### src/hdl/htc_pkg.sv
// Shared types and constants for the hysteresis thermostat controller.
`timescale 1ns / 1ps
`default_nettype none
package htc_pkg;

    typedef enum logic [2:0] {
        OP_TICK        = 3'd0,
        OP_SAMPLE      = 3'd1,
        OP_DOWN        = 3'd2,
        OP_UP          = 3'd3,
        OP_MODE_BUTTON = 3'd4,
        OP_SETPOINT    = 3'd5,
        OP_HEATER      = 3'd6,
        OP_MODE        = 3'd7
    } op_t;

    localparam logic [1:0] MODE_OFF    = 2'd0;
    localparam logic [1:0] MODE_AUTO   = 2'd1;
    localparam logic [1:0] MODE_MANUAL = 2'd2;

    localparam logic [1:0] KIND_ABS = 2'd0;
    localparam logic [1:0] KIND_ADD = 2'd1;
    localparam logic [1:0] KIND_SUB = 2'd2;

    localparam logic [1:0] REQ_OFF    = 2'd0;
    localparam logic [1:0] REQ_ON     = 2'd1;
    localparam logic [1:0] REQ_TOGGLE = 2'd2;
    localparam logic [1:0] HELD_NONE  = 2'd3;

    localparam logic [1:0] REG_HYST   = 2'd0;
    localparam logic [1:0] REG_DELAY  = 2'd1;
    localparam logic [1:0] REG_STEP   = 2'd2;
    localparam logic [1:0] REG_INVERT = 2'd3;

    localparam logic [6:0]  HYST_RESET  = 7'd5;
    localparam logic [7:0]  DELAY_RESET = 8'd0;
    localparam logic [12:0] STEP_RESET  = 13'd300;

    localparam logic signed [11:0] SETPOINT_RESET = 12'sd200;
    localparam logic signed [12:0] SETPOINT_MIN   = -13'sd1000;
    localparam logic signed [12:0] SETPOINT_MAX   = 13'sd1500;
    localparam logic signed [12:0] SETPOINT_STEP  = 13'sd5;

    localparam logic [12:0] SECONDS_PER_MINUTE  = 13'd60;
    localparam logic [12:0] MODE_BUTTON_SECONDS = 13'd300;

    // decoded word passed from the front end to the execute stage
    typedef struct packed {
        op_t               op;
        logic signed [11:0] value;
        logic [1:0]        kind;
        logic [1:0]        req;
        logic [1:0]        nmode;
        logic [12:0]       seconds;
    } htc_cmd_t;

    typedef struct packed {
        logic              heater_on;
        logic              relay_drive;
        logic [1:0]        mode_now;
        logic signed [11:0] setpoint_now;
        logic [12:0]       seconds_left;
        logic              report_now;
    } htc_rsp_t;

endpackage
`default_nettype wire

### src/hdl/htc_if.sv
// Valid/ready channel interfaces for event words and result words.
`timescale 1ns / 1ps
`default_nettype none
interface htc_in_if;
    logic              valid;
    logic              ready;
    logic [2:0]        operation;
    logic signed [11:0] value_tenths;
    logic [1:0]        setpoint_kind;
    logic [1:0]        heater_request;
    logic [1:0]        new_mode;
    logic [6:0]        manual_minutes;

    modport source (output valid, operation, value_tenths, setpoint_kind,
                    heater_request, new_mode, manual_minutes, input ready);
    modport sink (input valid, operation, value_tenths, setpoint_kind,
                  heater_request, new_mode, manual_minutes, output ready);
endinterface

interface htc_out_if;
    logic              valid;
    logic              ready;
    logic              heater_on;
    logic              relay_drive;
    logic [1:0]        mode_now;
    logic signed [11:0] setpoint_now;
    logic [12:0]       seconds_left;
    logic              report_now;

    modport source (output valid, heater_on, relay_drive, mode_now, setpoint_now,
                    seconds_left, report_now, input ready);
    modport sink (input valid, heater_on, relay_drive, mode_now, setpoint_now,
                  seconds_left, report_now, output ready);
endinterface
`default_nettype wire

### src/hdl/htc_front.sv
// Front end: accepts event words and decodes them into command words.
`timescale 1ns / 1ps
`default_nettype none
module htc_front
    import htc_pkg::*;
#(
    parameter int MANUAL_MAX_SECONDS = 5400
) (
    htc_in_if.sink    cmd,
    output logic      q_valid,
    input  wire logic q_ready,
    output htc_cmd_t  q_data
);

    localparam logic [12:0] MAX_SECONDS = 13'(MANUAL_MAX_SECONDS);

    logic [12:0] minute_seconds;
    logic [12:0] raw_seconds;

    assign cmd.ready = q_ready;
    assign q_valid   = cmd.valid;

    // 127 minutes still fits in 13 bits before saturation
    assign minute_seconds = {6'd0, cmd.manual_minutes} * SECONDS_PER_MINUTE;

    always_comb
    begin
        q_data.op    = op_t'(cmd.operation);
        q_data.value = cmd.value_tenths;
        q_data.kind  = (cmd.setpoint_kind == KIND_ADD || cmd.setpoint_kind == KIND_SUB)
                     ? cmd.setpoint_kind : KIND_ABS;
        q_data.req   = (cmd.heater_request == REQ_ON || cmd.heater_request == REQ_TOGGLE)
                     ? cmd.heater_request : REQ_OFF;
        q_data.nmode = cmd.new_mode;
        raw_seconds  = (op_t'(cmd.operation) == OP_MODE) ? minute_seconds
                     : MODE_BUTTON_SECONDS;
        q_data.seconds = (raw_seconds > MAX_SECONDS) ? MAX_SECONDS : raw_seconds;
    end

endmodule
`default_nettype wire

### src/hdl/htc_queue.sv
// Two-entry command queue between the front end and the execute stage.
`timescale 1ns / 1ps
`default_nettype none
module htc_queue
    import htc_pkg::*;
(
    input  wire logic      clk,
    input  wire logic      rst_n,
    input  wire logic      in_valid,
    output logic           in_ready,
    input  wire htc_cmd_t  in_data,
    output logic           out_valid,
    input  wire logic      out_ready,
    output htc_cmd_t       out_data
);

    htc_cmd_t   entry_reg [2];
    logic       wr_ptr_reg;
    logic       wr_ptr_next;
    logic       rd_ptr_reg;
    logic       rd_ptr_next;
    logic [1:0] count_reg;
    logic [1:0] count_next;
    logic       push;
    logic       pop;

    assign in_ready  = (count_reg != 2'd2);
    assign out_valid = (count_reg != 2'd0);
    assign out_data  = entry_reg[rd_ptr_reg];
    assign push      = in_valid && in_ready;
    assign pop       = out_valid && out_ready;

    always_comb
    begin
        wr_ptr_next = push ? ~wr_ptr_reg : wr_ptr_reg;
        rd_ptr_next = pop ? ~rd_ptr_reg : rd_ptr_reg;
        count_next  = count_reg;
        if (push && !pop)
        begin
            count_next = count_reg + 2'd1;
        end
        else if (pop && !push)
        begin
            count_next = count_reg - 2'd1;
        end
    end

    always_ff @(posedge clk or negedge rst_n)
    begin
        if (!rst_n)
        begin
            wr_ptr_reg <= 1'b0;
            rd_ptr_reg <= 1'b0;
            count_reg  <= 2'd0;
        end
        else
        begin
            wr_ptr_reg <= wr_ptr_next;
            rd_ptr_reg <= rd_ptr_next;
            count_reg  <= count_next;
        end
    end

    always_ff @(posedge clk)
    begin
        if (push)
        begin
            entry_reg[wr_ptr_reg] <= in_data;
        end
    end

    a_count_range: assert property (@(posedge clk) disable iff (!rst_n)
        count_reg <= 2'd2)
        else $error("queue count out of range");

    a_count_push: assert property (@(posedge clk) disable iff (!rst_n)
        (push && !pop) |=> count_reg == 2'($past(count_reg) + 2'd1))
        else $error("queue count did not follow push");

    a_count_pop: assert property (@(posedge clk) disable iff (!rst_n)
        (pop && !push) |=> count_reg == 2'($past(count_reg) - 2'd1))
        else $error("queue count did not follow pop");

endmodule
`default_nettype wire

### src/hdl/htc_back.sv
// Execute stage: thermostat state, configuration registers and result register.
`timescale 1ns / 1ps
`default_nettype none
module htc_back
    import htc_pkg::*;
#(
    parameter int MANUAL_MAX_SECONDS = 5400
) (
    input  wire logic        clk,
    input  wire logic        rst_n,
    input  wire logic        cfg_we,
    input  wire logic [1:0]  cfg_index,
    input  wire logic [12:0] cfg_data,
    input  wire logic        q_valid,
    output logic             q_ready,
    input  wire htc_cmd_t    q_data,
    htc_out_if.source        rsp
);

    localparam logic [12:0] MAX_SECONDS = 13'(MANUAL_MAX_SECONDS);

    typedef struct packed {
        logic [1:0]        mode;
        logic signed [11:0] setpoint;
        logic              heater;
        logic [12:0]       manual_left;
        logic [7:0]        delay_left;
        logic [1:0]        held;
        logic signed [11:0] last_temp;
        logic              sample_seen;
        logic              changed;
    } ctl_state_t;

    logic [6:0]  hyst_reg;
    logic [7:0]  delay_cfg_reg;
    logic [12:0] step_reg;
    logic        invert_reg;

    ctl_state_t st_reg;
    ctl_state_t st_next;
    logic       report;
    logic       rsp_valid_reg;
    logic       rsp_valid_next;
    htc_rsp_t   rsp_reg;
    logic       pop;

    function automatic logic apply_req(input logic h, input logic [1:0] r);
        logic res;
        case (r)
            REQ_ON:     res = 1'b1;
            REQ_TOGGLE: res = ~h;
            default:    res = 1'b0;
        endcase
        return res;
    endfunction

    function automatic ctl_state_t set_heater(input ctl_state_t s, input logic [1:0] r);
        ctl_state_t n;
        n = s;
        if (s.delay_left == 8'd0)
        begin
            n.heater = apply_req(s.heater, r);
            n.held   = HELD_NONE;
        end
        else
        begin
            n.held = r;
        end
        return n;
    endfunction

    function automatic ctl_state_t auto_check(input ctl_state_t s,
                                              input logic signed [11:0] temp);
        ctl_state_t n;
        logic signed [12:0] t13;
        logic signed [12:0] sp13;
        logic signed [12:0] off13;
        n     = s;
        t13   = 13'(temp);
        sp13  = 13'($signed(s.setpoint));
        off13 = t13 - $signed({6'd0, hyst_reg});
        if (s.mode == MODE_AUTO && s.sample_seen && temp != 12'sd0)
        begin
            if (sp13 > t13 && !s.heater)
            begin
                n.changed = 1'b1;
                n = set_heater(n, REQ_ON);
            end
            else if (off13 >= sp13 && s.heater)
            begin
                n.changed = 1'b1;
                n = set_heater(n, REQ_OFF);
            end
        end
        return n;
    endfunction

    function automatic ctl_state_t set_mode(input ctl_state_t s, input logic [1:0] m,
                                            input logic [12:0] secs);
        ctl_state_t n;
        n = s;
        n.manual_left = 13'd0;
        case (m)
            MODE_OFF:
            begin
                n.mode = MODE_OFF;
                n = set_heater(n, REQ_OFF);
            end
            MODE_AUTO:
            begin
                n.mode = MODE_AUTO;
            end
            MODE_MANUAL:
            begin
                n.mode = MODE_MANUAL;
                n.manual_left = secs;
                n = set_heater(n, REQ_ON);
            end
            default:
            begin
                // unused mode code: off, heater left alone
                n.mode = MODE_OFF;
            end
        endcase
        return n;
    endfunction

    function automatic ctl_state_t change_setpoint(input ctl_state_t s,
                                                   input logic signed [12:0] v);
        ctl_state_t n;
        logic signed [12:0] sat;
        n   = s;
        sat = v;
        if (v < SETPOINT_MIN)
        begin
            sat = SETPOINT_MIN;
        end
        if (v > SETPOINT_MAX)
        begin
            sat = SETPOINT_MAX;
        end
        if (s.mode == MODE_AUTO && sat[11:0] != s.setpoint)
        begin
            n.changed    = 1'b1;
            n.delay_left = delay_cfg_reg;
        end
        n.setpoint = sat[11:0];
        return n;
    endfunction

    function automatic logic [12:0] step_manual(input logic [12:0] t, input logic up);
        logic [13:0] sum;
        logic [12:0] res;
        sum = {1'b0, t} + {1'b0, step_reg};
        if (up)
        begin
            res = (sum > {1'b0, MAX_SECONDS}) ? SECONDS_PER_MINUTE : sum[12:0];
        end
        else
        begin
            res = (step_reg > t) ? MAX_SECONDS : (t - step_reg);
        end
        return res;
    endfunction

    assign pop     = q_valid && q_ready;
    assign q_ready = !rsp_valid_reg || rsp.ready;

    always_comb
    begin
        logic signed [12:0] sp13;
        logic signed [12:0] val13;
        logic               was_on;
        logic [1:0]         held;
        st_next = st_reg;
        report  = 1'b0;
        was_on  = st_reg.heater;
        held    = st_reg.held;
        sp13    = 13'($signed(st_reg.setpoint));
        val13   = 13'(q_data.value);
        case (q_data.op)
            OP_TICK:
            begin
                if (st_next.mode == MODE_MANUAL)
                begin
                    if (st_next.manual_left != 13'd0)
                    begin
                        st_next.manual_left = st_next.manual_left - 13'd1;
                    end
                    else
                    begin
                        st_next = set_mode(st_next, MODE_AUTO, 13'd0);
                        st_next = auto_check(st_next, st_next.last_temp);
                    end
                end
                if (st_next.delay_left != 8'd0)
                begin
                    st_next.delay_left = st_next.delay_left - 8'd1;
                    held = st_next.held;
                    if (st_next.delay_left == 8'd0 && held != HELD_NONE)
                    begin
                        st_next.held   = HELD_NONE;
                        st_next.heater = apply_req(st_next.heater, held);
                    end
                end
                else
                begin
                    st_next = auto_check(st_next, st_next.last_temp);
                end
                report = st_next.changed;
                st_next.changed = 1'b0;
            end
            OP_SAMPLE:
            begin
                st_next = auto_check(st_next, q_data.value);
                st_next.last_temp   = q_data.value;
                st_next.sample_seen = 1'b1;
            end
            OP_DOWN, OP_UP:
            begin
                if (st_reg.mode == MODE_AUTO)
                begin
                    st_next = change_setpoint(st_next, (q_data.op == OP_UP)
                                              ? sp13 + SETPOINT_STEP : sp13 - SETPOINT_STEP);
                end
                else if (st_reg.mode == MODE_MANUAL)
                begin
                    st_next.manual_left = step_manual(st_reg.manual_left,
                                                      q_data.op == OP_UP);
                end
            end
            OP_MODE_BUTTON:
            begin
                if (st_reg.mode == MODE_OFF)
                begin
                    st_next = set_mode(st_next, MODE_AUTO, 13'd0);
                end
                else if (st_reg.mode == MODE_AUTO)
                begin
                    st_next = set_mode(st_next, MODE_MANUAL, q_data.seconds);
                end
                else
                begin
                    st_next = set_mode(st_next, MODE_OFF, 13'd0);
                end
            end
            OP_SETPOINT:
            begin
                case (q_data.kind)
                    KIND_ADD: st_next = change_setpoint(st_next, sp13 + val13);
                    KIND_SUB: st_next = change_setpoint(st_next, sp13 - val13);
                    default:  st_next = change_setpoint(st_next, val13);
                endcase
                st_next = auto_check(st_next, st_next.last_temp);
            end
            OP_HEATER:
            begin
                was_on  = st_reg.heater;
                st_next = set_heater(st_next, q_data.req);
                if (was_on != st_next.heater)
                begin
                    st_next.changed = 1'b1;
                end
            end
            default:
            begin
                st_next = set_mode(st_next, q_data.nmode, q_data.seconds);
            end
        endcase
    end

    always_comb
    begin
        rsp_valid_next = rsp_valid_reg;
        if (pop)
        begin
            rsp_valid_next = 1'b1;
        end
        else if (rsp.ready)
        begin
            rsp_valid_next = 1'b0;
        end
    end

    always_ff @(posedge clk or negedge rst_n)
    begin
        if (!rst_n)
        begin
            hyst_reg      <= HYST_RESET;
            delay_cfg_reg <= DELAY_RESET;
            step_reg      <= STEP_RESET;
            invert_reg    <= 1'b0;
        end
        else if (cfg_we)
        begin
            case (cfg_index)
                REG_HYST:   hyst_reg      <= cfg_data[6:0];
                REG_DELAY:  delay_cfg_reg <= cfg_data[7:0];
                REG_STEP:   step_reg      <= cfg_data;
                REG_INVERT: invert_reg    <= cfg_data[0];
                default:    hyst_reg      <= hyst_reg;
            endcase
        end
    end

    always_ff @(posedge clk or negedge rst_n)
    begin
        if (!rst_n)
        begin
            st_reg.mode        <= MODE_AUTO;
            st_reg.setpoint    <= SETPOINT_RESET;
            st_reg.heater      <= 1'b0;
            st_reg.manual_left <= 13'd0;
            st_reg.delay_left  <= 8'd0;
            st_reg.held        <= HELD_NONE;
            st_reg.last_temp   <= 12'sd0;
            st_reg.sample_seen <= 1'b0;
            st_reg.changed     <= 1'b0;
            rsp_valid_reg      <= 1'b0;
        end
        else
        begin
            if (pop)
            begin
                st_reg <= st_next;
            end
            rsp_valid_reg <= rsp_valid_next;
        end
    end

    always_ff @(posedge clk)
    begin
        if (pop)
        begin
            rsp_reg.heater_on    <= st_next.heater;
            rsp_reg.relay_drive  <= st_next.heater ^ invert_reg;
            rsp_reg.mode_now     <= st_next.mode;
            rsp_reg.setpoint_now <= st_next.setpoint;
            rsp_reg.seconds_left <= st_next.manual_left;
            rsp_reg.report_now   <= report;
        end
    end

    assign rsp.valid        = rsp_valid_reg;
    assign rsp.heater_on    = rsp_reg.heater_on;
    assign rsp.relay_drive  = rsp_reg.relay_drive;
    assign rsp.mode_now     = rsp_reg.mode_now;
    assign rsp.setpoint_now = rsp_reg.setpoint_now;
    assign rsp.seconds_left = rsp_reg.seconds_left;
    assign rsp.report_now   = rsp_reg.report_now;

    a_timer_only_manual: assert property (@(posedge clk) disable iff (!rst_n)
        st_reg.mode != MODE_MANUAL |-> st_reg.manual_left == 13'd0)
        else $error("manual timer running outside manual mode");

    a_setpoint_range: assert property (@(posedge clk) disable iff (!rst_n)
        $signed(st_reg.setpoint) >= -12'sd1000 && $signed(st_reg.setpoint) <= 12'sd1500)
        else $error("setpoint outside saturation range");

    a_timer_max: assert property (@(posedge clk) disable iff (!rst_n)
        st_reg.manual_left <= MAX_SECONDS)
        else $error("manual timer above maximum");

endmodule
`default_nettype wire

### src/hdl/hysteresis_thermostat_controller.sv
// Top level of the on/off heater thermostat with hysteresis.
//
// cmd carries one event word per handshake: a tick, a temperature sample, a
// button press or a setpoint, heater or mode command. rsp returns exactly one
// word per event with heater state, relay level, mode, setpoint, manual time
// left and, on ticks, the publish flag.
// cfg_we/cfg_index/cfg_data write the four configuration registers, one
// register per write; write them only while no event is in flight.
// A word accepted on cmd is written into the queue entry and then into the
// result register before it shows on rsp. Throughput: one word per cycle
// while rsp does not stall, set by the execute stage that updates the whole
// thermostat state per word. A two-entry queue separates decode from execute
// and a result register drives rsp; when rsp stalls the queue fills and
// cmd.ready drops after two more words. Reset puts auto mode, setpoint 20.0
// degrees, heater off and default configuration in place.
`timescale 1ns / 1ps
`default_nettype none
module hysteresis_thermostat_controller
    import htc_pkg::*;
#(
    parameter int MANUAL_MAX_SECONDS = 5400
) (
    input  wire logic        clk,
    input  wire logic        rst_n,
    input  wire logic        cfg_we,
    input  wire logic [1:0]  cfg_index,
    input  wire logic [12:0] cfg_data,
    htc_in_if.sink           cmd,
    htc_out_if.source        rsp
);

    logic     fq_valid;
    logic     fq_ready;
    htc_cmd_t fq_data;
    logic     qb_valid;
    logic     qb_ready;
    htc_cmd_t qb_data;

    htc_front #(
        .MANUAL_MAX_SECONDS(MANUAL_MAX_SECONDS)
    ) u_front (
        .cmd     (cmd),
        .q_valid (fq_valid),
        .q_ready (fq_ready),
        .q_data  (fq_data)
    );

    htc_queue u_queue (
        .clk       (clk),
        .rst_n     (rst_n),
        .in_valid  (fq_valid),
        .in_ready  (fq_ready),
        .in_data   (fq_data),
        .out_valid (qb_valid),
        .out_ready (qb_ready),
        .out_data  (qb_data)
    );

    htc_back #(
        .MANUAL_MAX_SECONDS(MANUAL_MAX_SECONDS)
    ) u_back (
        .clk       (clk),
        .rst_n     (rst_n),
        .cfg_we    (cfg_we),
        .cfg_index (cfg_index),
        .cfg_data  (cfg_data),
        .q_valid   (qb_valid),
        .q_ready   (qb_ready),
        .q_data    (qb_data),
        .rsp       (rsp)
    );

endmodule
`default_nettype wire

### src/flat_wrapper.sv
// flat-port wrapper written by rule: the top's interface ports become plain ports
module hysteresis_thermostat_controller_flat import htc_pkg::*;
#(
    parameter int MANUAL_MAX_SECONDS = 5400
)
  (clk, rst_n, cfg_we, cfg_index, cfg_data, cmd_valid, cmd_operation, cmd_value_tenths, cmd_setpoint_kind, cmd_heater_request, cmd_new_mode, cmd_manual_minutes, cmd_ready, rsp_valid, rsp_heater_on, rsp_relay_drive, rsp_mode_now, rsp_setpoint_now, rsp_seconds_left, rsp_report_now, rsp_ready);
  htc_in_if cmd_i ();
  htc_out_if rsp_i ();
  input  wire logic clk;
  input  wire logic rst_n;
  input  wire logic cfg_we;
  input  wire logic [1:0] cfg_index;
  input  wire logic [12:0] cfg_data;
  input wire logic [$bits(cmd_i.valid)-1:0] cmd_valid;
  input wire logic [$bits(cmd_i.operation)-1:0] cmd_operation;
  input wire logic [$bits(cmd_i.value_tenths)-1:0] cmd_value_tenths;
  input wire logic [$bits(cmd_i.setpoint_kind)-1:0] cmd_setpoint_kind;
  input wire logic [$bits(cmd_i.heater_request)-1:0] cmd_heater_request;
  input wire logic [$bits(cmd_i.new_mode)-1:0] cmd_new_mode;
  input wire logic [$bits(cmd_i.manual_minutes)-1:0] cmd_manual_minutes;
  output wire logic [$bits(cmd_i.ready)-1:0] cmd_ready;
  output wire logic [$bits(rsp_i.valid)-1:0] rsp_valid;
  output wire logic [$bits(rsp_i.heater_on)-1:0] rsp_heater_on;
  output wire logic [$bits(rsp_i.relay_drive)-1:0] rsp_relay_drive;
  output wire logic [$bits(rsp_i.mode_now)-1:0] rsp_mode_now;
  output wire logic [$bits(rsp_i.setpoint_now)-1:0] rsp_setpoint_now;
  output wire logic [$bits(rsp_i.seconds_left)-1:0] rsp_seconds_left;
  output wire logic [$bits(rsp_i.report_now)-1:0] rsp_report_now;
  input wire logic [$bits(rsp_i.ready)-1:0] rsp_ready;
  assign cmd_i.valid = cmd_valid;
  assign cmd_i.operation = cmd_operation;
  assign cmd_i.value_tenths = cmd_value_tenths;
  assign cmd_i.setpoint_kind = cmd_setpoint_kind;
  assign cmd_i.heater_request = cmd_heater_request;
  assign cmd_i.new_mode = cmd_new_mode;
  assign cmd_i.manual_minutes = cmd_manual_minutes;
  assign cmd_ready = cmd_i.ready;
  assign rsp_valid = rsp_i.valid;
  assign rsp_heater_on = rsp_i.heater_on;
  assign rsp_relay_drive = rsp_i.relay_drive;
  assign rsp_mode_now = rsp_i.mode_now;
  assign rsp_setpoint_now = rsp_i.setpoint_now;
  assign rsp_seconds_left = rsp_i.seconds_left;
  assign rsp_report_now = rsp_i.report_now;
  assign rsp_i.ready = rsp_ready;
  hysteresis_thermostat_controller #(.MANUAL_MAX_SECONDS(MANUAL_MAX_SECONDS)) u_core (.clk(clk), .rst_n(rst_n), .cfg_we(cfg_we), .cfg_index(cfg_index), .cfg_data(cfg_data), .cmd(cmd_i), .rsp(rsp_i));
endmodule
### config.mk
export PLATFORM = sky130hd
export DESIGN_NAME = hysteresis_thermostat_controller_flat
export DESIGN_NICKNAME = d
export VERILOG_FILES = /design/src/hdl/htc_pkg.sv /design/src/hdl/htc_if.sv /design/src/hdl/htc_front.sv /design/src/hdl/htc_queue.sv /design/src/hdl/htc_back.sv /design/src/hdl/hysteresis_thermostat_controller.sv /design/src/flat_wrapper.sv
export SDC_FILE = /design/constraint.sdc
export NUM_CORES = 1
export LEC_CHECK = 0
export ABC_CLOCK_PERIOD_IN_PS = 7990
export BUFFER_PORTS_ARGS = -buffer_cell sky130_fd_sc_hd__buf_2
export CAP_MARGIN = 20
export CORE_MARGIN = 10
export CORE_UTILIZATION = 45
export DETAILED_ROUTE_END_ITERATION = 8
export PLACE_DENSITY = 0.64
export RECOVER_POWER = 25
export SKIP_CTS_REPAIR_TIMING = 1
export SYNTH_ARGS = -nofsm -noshare
export SYNTH_HDL_FRONTEND = slang
export SYNTH_HIERARCHICAL = 1
export SYNTH_SLANG_ARGS = --single-unit
### constraint.sdc
create_clock -name clk -period 7.99 [get_ports clk]
set_input_delay 1.598 -clock clk [delete_from_list [all_inputs] [get_ports clk]]
set_output_delay 1.598 -clock clk [all_outputs]
set_load 0.1 [all_outputs]
### Yosys cells after proc, flatten, opt, wreduce, memory -nomap -nowiden

Memory sizes are Yosys's and may differ from the RTL's.
Index checks and enable logic that the tools add are counted.

* bits in registers: 116
* RAM bits: 68
* bits of input ports: 48
* output and inout port bits: 32
* word-level logic and storage cells: 265
* memories kept: 1

Memories
* u_core.u_queue.entry_reg: depth 2, bits a word 34, read ports 1, clocked after memory_dff 0, write ports 1, line htc_queue.sv:17 `htc_cmd_t entry_reg [2];`

* add/subtract/negate cells: 14
* multiply operators: 1
* magnitude comparators: 19
* eq/ne operators: 40
* mux-type cells: 93
* bitwise logic cells: 9
* reductions and logical operators: 65

Operator list (number)
* 2-to-1 mux 38 bit: 12
* case mux 52 bit (6 select lines): 1
* 2-to-1 mux 52 bit: 5
* 2-to-1 mux 12 bit: 16
* 2-to-1 mux 13 bit: 11
* case mux 50 bit (2 select lines): 1
* case mux 38 bit (2 select lines): 1
* greater-or-equal comparator 13 x 12 -> 1 bit: 4
* subtractor 12 x 8 -> 13 bit: 4
* > comparator 12 bit: 4
* 2-to-1 mux 24 bit: 2
* != test 12 bit: 4
* nonzero test 12 bit: 4
* > comparator 13 x 12 -> 1 bit, second input constant: 3
* < comparator 13 x 11 -> 1 bit, second input constant: 3
* zero test 8 bit: 4
* 2-to-1 mux 8 bit: 4
* 2-to-1 mux 2 bit: 15
* logical AND 1 bit: 25
* equality test 2 x 1 -> 1 bit, second input constant: 11
* 2-to-1 mux 1 bit: 19
* equality test 2 bit, second input constant: 9
* 2-to-1 mux 15 bit: 1
* adder 13 x 13 -> 14 bit: 1
* 43 further kinds: 77

### Logic depth before layout (Yosys ltp)

Gate-level depths: netlist of run 1.

* depth in word-level cells: 20
* mapped depth: 32
* mapped depth without buffers: 29

### By module

Netlist of run 1, hierarchy kept.

Modules (own cells, without submodules)
* htc_back: instances 1, cells an instance 1771, area each 14079.8 um2, seq. area each 2967.8 um2
* htc_queue: instances 1, cells an instance 124, area each 2798.9 um2, seq. area each 2142.1 um2
* htc_front: instances 1, cells an instance 128, area each 1076.0 um2, seq. area each 0.0 um2

### Least setup slack after synthesis of run 1

OpenSTA, ideal clock, no wires.

* path kind: register to register
* start point: reg u_core.u_queue.rd_ptr_reg
* end point: reg u_core/u_back/rsp.relay_drive (netlist name)
* library setup time: 0.266 ns
* data arrival time: 6.188 ns
* path slack: 1.535 ns
* stages on the path, launching flop included: 31
* buffers on the path: 2
* clock period less this slack: 6.455 ns
* cells stage by stage: dfrtp_1 buf_6 buf_12 mux2_4 ha_1 fa_1 nor2b_4 o2111ai_2 a31o_1 a311oi_4 nand3_1 a22o_1 nor2_1 nand2_1 o22a_1 o21ai_0 inv_1 ha_1 nor2b_1 o21ai_0 nand3b_1 a21o_1 a21o_1 a21o_1 maj3_1 a21oi_1 o22ai_1 nor2b_1 and4_1 o31ai_4 xor2_1

RTL lines
* from (decl): line htc_queue.sv:20 `logic rd_ptr_reg;`
* from (signal assigned): line htc_queue.sv:59 `rd_ptr_reg <= rd_ptr_next;`

==> impl_metrics.json, run 1 <==
{
  "status": "finished with violations",
  "violations": "max-capacitance violations, max-slew violations",
  "finalHoldViolCount": 0,
  "cpPeakStageDelay_ns": 0.68,
  "synth_edf_count": 98,
  "ys_top_cells_by_area": "edfxtp_1 (16%), ha_1 (11%), dfrtp_1 (10%)",
  "ys_seq_elements": 184,
  "period_needed_ns": 7.45,
  "synth_area_leader_cell": "edfxtp_1",
  "antenna_found_initial": 2,
  "endpoint_kind": "register",
  "cts-htree-levels": 4,
  "clk_latency_ns": 0.47,
  "drt.antenna.violating_nets": 0,
  "cts_buffer_depth": 2,
  "area_delta_synth_final_pct": 7.32,
  "grt_pass1_wl_um": 91900,
  "hold_path_class": "register to register",
  "worst-path-max-fanout": 16,
  "drive_above_1_share_pct": 13.4,
  "insertedDiodeCount": 0,
  "numCtsBuffers": 17,
  "cp_common_cell": "a21o_1",
  "path_class": "register to register",
  "synthTopCellsByCount": "nand2_1 (167), ha_1 (161), inv_1 (157)",
  "drt_wl_total_um": 60000,
  "die_w_um": 220,
  "route.detailed.drc": 0,
  "cts.sinks": 184,
  "cap_violations": 2,
  "fp.dieArea_um2": 48300,
  "ys_seq_area_share_pct": 28.5,
  "gp_congestion": 1.03,
  "dieHeight_um": 220,
  "syn_area_um2": 18000,
  "core_um2": 39500,
  "setup_violations": 0,
  "nFillCells": 3816,
  "slew_headroom_pct": -39.7,
  "clockRootBuffer": "clkbuf_16",
  "grt_max_degree": 61,
  "dpl.hpwl_um": 46500,
  "cts_tree": "done",
  "vias": 16300,
  "gr-total-overflow": 0,
  "finalClockSkew_ns": 0.0166,
  "rsz0062_at_grt": "false",
  "syn_inst": 2023,
  "drt_pass1_iterations": 6,
  "largest_reg_flops": 68,
  "slew_violations": 63,
  "nNetsFinal": 2287,
  "crit_slowest_cell": "dfrtp_2",
  "grt_pass1_vias": 15800,
  "worstMarginPinSlew_ns": 2.09,
  "synth_flop_cell": "edfxtp_1",
  "synth.distinct_cells": 126,
  "critPathLaunchType": "register",
  "synthArstFlopShare_pct": 46.7,
  "yosys.area.top_type_share_pct": 16.4,
  "drt_iter0_markers": 1666,
  "row_count": 73,
  "setup-tns-final_ns": 0,
  "worst_ep_arrival_time_ns": 7.66,
  "start_util_pct": 45.4,
  "grt.total_usage_pct": 24.6,
  "routedWlPerCell_um": 23.1,
  "io_buffers": 79,
  "synth_area_per_cell_um2": 8.88,
  "yosys_warnings": 6,
  "ios": 80,
  "fmax_mhz": 134,
  "cts.clk_slew.worst_paths_ns": 0.07,
  "via_per_inst": 6.28,
  "crit_required_ns": 8.20,
  "yosysMostFrequentCell": "nand2_1",
  "fin_crit_sh_pct": 93.2
}
==> cell families after synthesis <==
group | count (synthesis) | synth area share, %
AO/OA/AOI/OAI | 648 | 25.4
XOR/XNOR | 82 | 4.19
adder cells (fa/ha/maj) | 182 | 13.4
buffers and inverters | 261 | 6.64
flip-flops | 184 | 28.5
multiplexers | 79 | 5.47
other | 1 | 0.0209
AND/OR/NAND/NOR | 586 | 16.4
==> layer usage <==
layer	up-vias	part of all wire, %	global-route usage (%)
li1	7588	-	-
met1	7926	42	31.1
met2	637	46	39.7
met3	150	6.0	3.77
met4	4	5.7	13.7
met5	-	0.043	0
==> critical path, delay by kind of cell, from the launching register on <==
kind,cells,cell delay (ns)
buf+inv,2,0.28
simple gates,6,1.12
xor+xnor,1,0.10
fa+ha+maj,3,1.10
mux,2,0.82
compound gates,14,3.05
flops,1,0.68
==> layout by cell type (no fill, tap or decap), types with 17 or more instances in the layout <==
master       n
nand2_1    167
clkbuf_1    17
nand2b_1    32
inv_1      156
a211oi_1    26
buf_4       32
mux2_4      29
nor3_1      42
o21a_1      27
a21oi_1    116
nand3_1     40
nor4_1      24
clkbuf_16   19
buf_2       63
mux2_2      37
nand4_1     23
xnor2_1     59
ha_1       160
o22ai_1     19
dfrtp_1     73
a31oi_1     22
a221o_1     17
fa_1        18
o21ai_0    146
o211ai_1    25
xor2_1      20
a21o_1      43
nor2_1     137
edfxtp_1    98
nor2b_1     32
==> path summary, 6_finish.rpt <==
kind	cells after the start	endpoint	start	slack, ns
max	28	u_core/u_back/rsp.relay_drive	u_core/u_queue/rd_ptr_reg	0.54
min	2	u_core/u_back/st_reg[1]	u_core/u_back/st_reg[1]	0.48
max reg2reg	28	u_core/u_back/rsp.relay_drive	u_core/u_queue/rd_ptr_reg	0.54
min reg2reg	2	u_core/u_back/st_reg[1]	u_core/u_back/st_reg[1]	0.48
max in group asynchronous	2	u_core/u_back/st_reg[49]	rst_n	4.51
min in group asynchronous	1	u_core/u_back/st_reg[40]	rst_n	1.74
==> final cells by class <==
class / count / area [um2] / share of cell area [%]
flip-flops and latches: 184 / 5110 / 26.5
clock inverters: 12 / 100 / 0.519
well taps: 525 / 657 / 3.41
repair buffers: 114 / 628 / 3.26
clock buffers: 20 / 489 / 2.54
multi-input cells: 1579 / 11700 / 60.6
inverters: 164 / 616 / 3.19
==> per-stage QoR <==
stage               instance area (um2)  util (%)  std cells  hold WS [ns]  worst slack, ns
floorplan                         18000         -       2024         0.425             1.54
global placement                  18700      47.3       2564         0.444            0.660
detailed placement                18700      47.3       2564         0.450            0.538
CTS                               19300      48.8       2596         0.468            0.499
global route                      19300      48.7       2598         0.493            0.120
finish                            19300      48.7       2598         0.476            0.545
Power of run 1 is not shown: default switching activity piles up to over one toggle a cycle in this logic, so the estimate is an artifact.
==> run 2: changes to the inputs <==
--- a/config.mk
+++ b/config.mk
@@ -11,7 +11,6 @@
 export CORE_MARGIN = 10
 export CORE_UTILIZATION = 45
 export DETAILED_ROUTE_END_ITERATION = 8
-export PLACE_DENSITY = 0.64
 export RECOVER_POWER = 25
 export SKIP_CTS_REPAIR_TIMING = 1
 export SYNTH_ARGS = -nofsm -noshare
==> constraint.sdc (replaced) <==
create_clock -name clk -period 7.99 [get_ports clk]
set_input_delay 1.598 -clock clk [delete_from_list [all_inputs] [get_ports clk]]
set_output_delay 1.598 -clock clk [all_outputs]
set_load 0.05 [all_outputs]
==> impl_metrics.json, run 2 (synthesis results as in run 1) <==
{
  "worstMarginPinSlew_ns": 3.06,
  "drt_pass1_iterations": 9,
  "violations": "max-capacitance violations, max-slew violations",
  "worst_ep_arrival_time_ns": 7.72,
  "drt_iter0_markers": 1272,
  "critPathBufInv": 2,
  "gr-total-overflow": 0,
  "numCtsBuffers": 17,
  "cts.clk_slew.worst_paths_ns": 0.09,
  "stdcell_area_um2": 19300,
  "cts.sinks": 184,
  "dpl.hpwl_um": 47400,
  "area_delta_synth_final_pct": 7.37,
  "setup_violations": 0,
  "path_delay_family": "compound AO/OA/AOI/OAI gates",
  "drive_above_1_share_pct": 13.1,
  "clk_latency_ns": 0.48,
  "crit_slowest_cell": "dfrtp_2",
  "via_per_inst": 6.21,
  "layout_common_cells": "nand2_1 (167), ha_1 (161), inv_1 (156)",
  "insertedDiodeCount": 0,
  "endpoint_kind": "register",
  "status": "finished with violations",
  "grt_pass1_wl_um": 93500,
  "start_util_pct": 45.4,
  "vias": 16100,
  "critPathLaunchType": "register",
  "cpPeakStageDelay_ns": 0.67,
  "path_class": "register to register",
  "rsz0062_at_grt": "false",
  "hold_path_class": "register to register",
  "drt_wl_total_um": 61000,
  "fmax_mhz": 133,
  "finalClockSkew_ns": 0.0198,
  "fp.dieArea_um2": 48300,
  "slew_violations": 82,
  "die_w_um": 220,
  "cts_buffer_depth": 2,
  "dieHeight_um": 220,
  "finalHoldViolCount": 0,
  "io_buffers": 79,
  "cts-htree-levels": 4,
  "cap_violations": 2,
  "gp_congestion": 0.966,
  "crit_required_ns": 8.20,
  "cts_tree": "done",
  "row_count": 73,
  "clockRootBuffer": "clkbuf_16",
  "fin_crit_sh_pct": 94.0,
  "placed_area_um2": 18700,
  "final_common_cell": "nand2_1",
  "antenna_found_initial": 0,
  "worst-path-max-fanout": 16,
  "nNetsFinal": 2285,
  "routedWlPerCell_um": 23.5,
  "setup-tns-final_ns": 0,
  "core_um2": 39500,
  "drt.antenna.violating_nets": 0,
  "grt.total_usage_pct": 25.1,
  "cp_common_cell": "a21o_1",
  "grt_pass1_vias": 15700,
  "ios": 80,
  "slew_headroom_pct": -104,
  "period_needed_ns": 7.51,
  "largest_reg_flops": 68,
  "final_util_pct": 48.7,
  "route.detailed.drc": 0,
  "grt_max_degree": 47
}
[run 2: cell types whose count changed in the layout (fill, tap and decap cells not counted), sizes merged]
cell and change:
clkinvlp +1, buf -3, inv +1, clkbuf -2, bufinv +1
[run 2: layer usage]
layer  global-route usage (%)  up-vias  part of all wire [%]  wire length, um
met5                        0        -                     0                0
met3                     3.22      127                   5.2             3160
met2                     41.8      534                    48            29200
met4                     12.4        0                   4.8             2900
li1                         -     7585                     -                -
met1                     31.4     7882                    42            25700
[run 2: worst paths after layout]
kind | start | to | slack, ns | depth (start not counted)
setup / recovery | u_core/u_queue/rd_ptr_reg | u_core/u_back/rsp.relay_drive | 0.48 | 28
hold / removal | u_core/u_back/st_reg[1] | u_core/u_back/st_reg[1] | 0.49 | 2
setup reg to reg | u_core/u_queue/rd_ptr_reg | u_core/u_back/rsp.relay_drive | 0.48 | 28
hold reg to reg | u_core/u_back/st_reg[1] | u_core/u_back/st_reg[1] | 0.49 | 2
max in group asynchronous | rst_n | u_core/u_queue/rd_ptr_reg | 3.89 | 1
min in group asynchronous | rst_n | u_core/u_back/st_reg[43] | 2.12 | 1
[run 2: layout make-up]
type,instances,area (um2)
Timing Repair Buffer,112,612
Sequential cell,184,5110
Clock buffer,17,425
Inverter,164,616
Tap cell,525,657
Clock inverter,15,193
Multi-Input combinational cell,1579,11700
Fill cell,3793,20300
[run 2: metrics by stage]
| step | hold WS, ns | cells | setup WS (ns) |
|---|---|---|---|
| after floorplan | 0.425 | 2024 | 1.54 |
| after global placement | 0.457 | 2563 | 0.753 |
| after detailed placement | 0.459 | 2563 | 0.551 |
| after CTS | 0.481 | 2595 | 0.529 |
| after global routing | 0.516 | 2596 | 0.0200 |
| final | 0.487 | 2596 | 0.478 |
[run 2: worst min-delay path: stages (launching register included)]
cell,delay (ns)
dfrtp_1,0.33
inv_1,0.06
nand2_1,0.06
Power of run 2 is left out for the same reason.
